--- config.mk ---
export PLATFORM = sky130hd
export DESIGN_NAME = dhc_ctrl
export DESIGN_NICKNAME = d
export VERILOG_FILES = /design/src/hw/rtl/dhc_pkg.sv /design/src/hw/rtl/dhc_ctrl.sv
export SDC_FILE = /design/constraint.sdc
export NUM_CORES = 1
export LEC_CHECK = 0
export BUFFER_PORTS_ARGS = -buffer_cell sky130_fd_sc_hd__buf_2
export CAP_MARGIN = 0
export CORE_AREA = 2 2 39 41
export CTS_BUF_LIST = sky130_fd_sc_hd__clkbuf_4 sky130_fd_sc_hd__clkbuf_8 sky130_fd_sc_hd__clkbuf_16
export DETAILED_ROUTE_END_ITERATION = 7
export DIE_AREA = 0 0 41 43
export SLEW_MARGIN = 20
export SYNTH_ARGS = -nofsm -noshare
export SYNTH_HDL_FRONTEND = slang
export SYNTH_SLANG_ARGS = --single-unit
--- constraint.sdc ---
create_clock -name clock -period 2.85 [get_ports clock]
set_input_delay 0 -clock clock [delete_from_list [all_inputs] [get_ports clock]]
set_output_delay 0 -clock clock [all_outputs]
set_load 0.03 [all_outputs]
--- src/hw/rtl/dhc_pkg.sv ---
// shared types and constants for the dereplication hash counter
// no dependencies
package dhc_pkg;

   localparam int TABLE_ENTRIES_DEF = 4096;
   localparam int FILL_NUM          = 95;
   localparam int FILL_DEN          = 100;
   localparam int HASH_W            = 64;
   localparam int LEN_W             = 32;
   localparam int ABUND_W           = 24;
   localparam int COUNT_W           = 32;
   localparam int SUM_W             = 40;
   localparam int CSR_IDX_W         = 3;
   localparam int CSR_DATA_W        = 32;

   typedef enum logic [2:0] {
      STATUS_SHORT,
      STATUS_LONG,
      STATUS_NEW,
      STATUS_ADDED,
      STATUS_FULL,
      STATUS_WRITE,
      STATUS_OUT_OF_BOUNDS,
      STATUS_ABSENT
   } status_type;

   typedef enum logic [CSR_IDX_W-1:0] {
      CSR_MIN_LENGTH,
      CSR_MAX_LENGTH,
      CSR_BOTH_STRANDS,
      CSR_USE_INPUT_ABUNDANCE,
      CSR_MIN_UNIQUE_SIZE,
      CSR_MAX_UNIQUE_SIZE
   } csr_index_type;

   typedef enum logic [2:0] {
      FSM_CLEAR,
      FSM_IDLE,
      FSM_LENGTH,
      FSM_PROBE,
      FSM_COMMIT
   } fsm_state_type;

   typedef struct packed {
      logic clear_step;
      logic load_item;
      logic start_plus;
      logic start_minus;
      logic probe_step;
      logic probe_finish;
      logic commit;
   } dp_cmd_type;

   typedef struct packed {
      logic clear_last;
      logic length_bad;
      logic probe_hit;
      logic probe_done;
      logic on_minus;
      logic both_strands;
      logic rsp_free;
   } dp_status_type;

endpackage

--- src/hw/rtl/dhc_ctrl.sv ---
// controller state machine: clearing pass, item sequencing and probe walk
// depends on dhc_pkg
module dhc_ctrl (
   input  logic                  clock,
   input  logic                  reset,
   input  logic                  req_valid,
   output logic                  req_stall,
   input  dhc_pkg::dp_status_type dp_status,
   output dhc_pkg::dp_cmd_type    dp_cmd
);
   import dhc_pkg::*;

   fsm_state_type state_ff, state_in;

   always_ff @(posedge clock) begin
      if (reset) begin
         state_ff <= FSM_CLEAR;
      end else begin
         state_ff <= state_in;
      end
   end

   always_comb begin
      state_in  = state_ff;
      dp_cmd    = '0;
      req_stall = 1'b1;
      unique case (state_ff)
         FSM_CLEAR: begin
            dp_cmd.clear_step = 1'b1;
            if (dp_status.clear_last) begin
               state_in = FSM_IDLE;
            end
         end
         FSM_IDLE: begin
            req_stall = 1'b0;
            if (req_valid) begin
               dp_cmd.load_item = 1'b1;
               state_in         = FSM_LENGTH;
            end
         end
         FSM_LENGTH: begin
            if (dp_status.length_bad) begin
               state_in = FSM_COMMIT;
            end else begin
               dp_cmd.start_plus = 1'b1;
               state_in          = FSM_PROBE;
            end
         end
         FSM_PROBE: begin
            if (dp_status.probe_done) begin
               dp_cmd.probe_finish = 1'b1;
               if (!dp_status.probe_hit && dp_status.both_strands && !dp_status.on_minus) begin
                  dp_cmd.start_minus = 1'b1;
               end else begin
                  state_in = FSM_COMMIT;
               end
            end else begin
               dp_cmd.probe_step = 1'b1;
            end
         end
         FSM_COMMIT: begin
            if (dp_status.rsp_free) begin
               dp_cmd.commit = 1'b1;
               state_in      = FSM_IDLE;
            end
         end
         default: begin
            state_in = FSM_CLEAR;
         end
      endcase
   end

endmodule

==> impl_metrics.yaml <==
status:
  status: "complete, no violations"
cells_and_area:
  fin_nets: 68
  syn_to_final_growth_pct: 40.7
  drive_above_1_share: 0.474
  largest_reg_flops: 3
  antennaDiodeCount: 0
  most-common-layout-cells: "buf_2 (17), nor3_1 (6), nor2_1 (5)"
  fill_cells: 155
  reg_top3: "state_ff (3)"
  top_register: "state_ff"
  stdcell_count: 73
  layout_commonest_cell: "buf_2"
detailed_routing:
  avgViaCountPerCell: 4.41
  drt_iter0_drc: 1
  wire_per_inst_microns: 8.99
  drc: 0
  wl_microns: 656
  final_antenna_net_count: 0
  vias: 322
  firstDrtPassIters: 2
clock_network:
  numCtsBuffers: 3
  clockBufferDepth: 2
  cts_sinks: 3
  cts_tree: "yes"
  clk_latency_ps: 240
  cts_max_level: 1
  cts_root_buf: "clkbuf_4"
  path_clk_slew_ps: 40
  postCtsSetupBuffers: 0
grt:
  grt_start_max_net_pins: 13
  antenna_found_initial: 0
  grt_pass1_wl_microns: 1040
  first_global_vias: 275
  grtUsageTotal: 0.0901
  grt_overflow: 0
yosys:
  synth_compound_area_frac: 0.189
  synth-simple-area-share: 0.449
  synth_area_per_cell_sq_um: 8.00
  synthAdderAreaFrac: 0
  synth-seq-cells: 3
  synth_fp_nets: 48
  ys_warn_count: 0
  seq_area_frac_synth: 0.198
  synth_area_leaders: "dfxtp_1 (20%), nor3_1 (9.9%), or3b_1 (8.6%), nand2b_1 (8.2%), o31ai_4 (7.0%)"
  syn_inst: 38
  netlist.area_leader.share: 0.198
  synth_cell_types: 19
  synthMuxAreaShare: 0.0700
  post_synth_xor_area_fraction: 0
  synth_top_family_by_area: "simple AND/OR/NAND/NOR gates"
  yosysTopAreaCell: "dfxtp_1"
  syn-cell-area_sq_um: 304
floorplanning:
  io_pins: 18
  start_util: 0.220
  core_area_sq_mm: 0.00138
  die_x_microns: 41
  dieArea_sq_mm: 0.00176
  row_count: 14
  die_y_microns: 43
run:
  drv_cap: 0
timing:
  max_freq_mhz: 675
  relSlewSlack: 0.735
  clock_skew_ps: 3.28
  setup_violations: 0
  setup_tns_ps: 0
  rsz0062_at_grt: "false"
  slew_viol_final: 0
  hold_viol_final: 0
  period_share: 0.520
  timing.final.crit_period_ps: 1480
  worst_pin_slew_ps: 397
power:
  p_leak_nw: 0.197
  pwr-share-clk: 0.400
  seqPwrFrac: 0.268
  p_sw_frac: 0.348
  ir_drop_mv: 0.171
  pwr-share-comb: 0.332
  p_int_mw: 0.141
  p_switching_mw: 0.0751
  finalPower_mw: 0.216
  power_density_mw_per_mm2: 504
setup_path:
  reg2reg_slack_ps: 1370
  crit_slowest_cell: "dfxtp_1"
  critPathMaxFanout: 12
  startpoint_type: "register"
  crit_arrival_ps: 1640
  crit_family: "simple AND/OR/NAND/NOR gates"
  path_class: "register to register"
  startpoint: "state_ff[0]$_SDFFE_PP0P_"
  critPathMaxStageDelay_ps: 550
  rr_startpoint: "state_ff[0]$_SDFFE_PP0P_"
  path_buf_inv: 0
  required_ps: 3010
  worstPathCellList: "or4b_4 -> o31ai_4 -> nor2_4 -> a211oi_2"
  end_kind: "register"
placement:
  place_inst: 68
  gp_congestion: 0.725
  place_hpwl_microns: 501
  portBuffers: 17
min_path:
  worstHoldStart: "dp_status[5]"
  hp-class: "input port to register"
routing by layer:
metal | vias to the layer above | wire length, microns | GRT usage
met3 | 2 | 58 | 0.0471
met2 | 12 | 292 | 0.122
met4 | 0 | 10 | 0.0600
met5 | - | 0 | 0
li1 | 169 | - | -
met1 | 139 | 294 | 0.105
kinds of logic after synthesis:
group	count (synthesis)
buf+inv	5
compound gates	6
flops	3
mux	2
simple gates	22
stage by stage:
stage / util / cell area (sq um) / setup WS (ps) / hold WS [ps]
4_1_cts: 0.309 / 428 / 1360 / 118
3_3_place_gp: 0.280 / 388 / 1410 / 230
6_report: 0.309 / 428 / 1370 / 123
2_1_floorplan: - / 304 / 1370 / 73.0
3_5_place_dp: 0.280 / 388 / 1370 / 232
5_1_grt: 0.309 / 428 / 1250 / 136
repair_timing:
action	4_1_cts	5_1_grt
hold buffers	1	0
resized for setup	0	0
endpoints found under the hold margin	2	0
final timing paths:
path,end,depth (start not counted)
worst max-delay path,state_ff[0]$_SDFFE_PP0P_,4
worst min-delay path,state_ff[2]$_SDFFE_PP0P_,3
worst max register to register,state_ff[0]$_SDFFE_PP0P_,4
worst min register to register,state_ff[2]$_SDFFE_PP0P_,2
power groups by stage:
stage	Combinational [mW]	Sequential [mW]	Clock [mW]
2_1_floorplan	0.0648	0.0482	0
3_3_place_gp	0.0704	0.0577	0
3_5_place_dp	0.0709	0.0586	0
4_1_cts	0.0723	0.0580	0.0898
5_1_grt	0.0781	0.0597	0.0970
6_report	0.0716	0.0579	0.0863
tightest hold or removal path: cells and delay by family:
family                 cells  cell delay (ps)
AOI/OAI and AO/OA          1               80
buffers and inverters      1              100
muxes                      1              130
cells in the mapped netlist:
library cell  count
a211oi_2          1
a21oi_1           1
a21oi_2           1
buf_2             2
buf_6             1
dfxtp_1           3
inv_1             2
mux2_2            1
mux2i_1           1
nand2_1           1
nand2b_1          4
nand3b_1          1
nor2_1            5
nor2_4            1
nor3_1            6
o21ai_0           2
o31ai_4           1
or3b_1            3
or4b_4            1
area by class of cell:
type                    count  area, sq um  area share
repair buffers             18         95.1       0.222
multi-input cells          30          215       0.503
flip-flops and latches      3         60.1       0.140
well taps                  16         20.0      0.0468
inverters                   2         7.51      0.0175
clock buffers               4         30.0      0.0702
(Power assumes the default switching activity.)
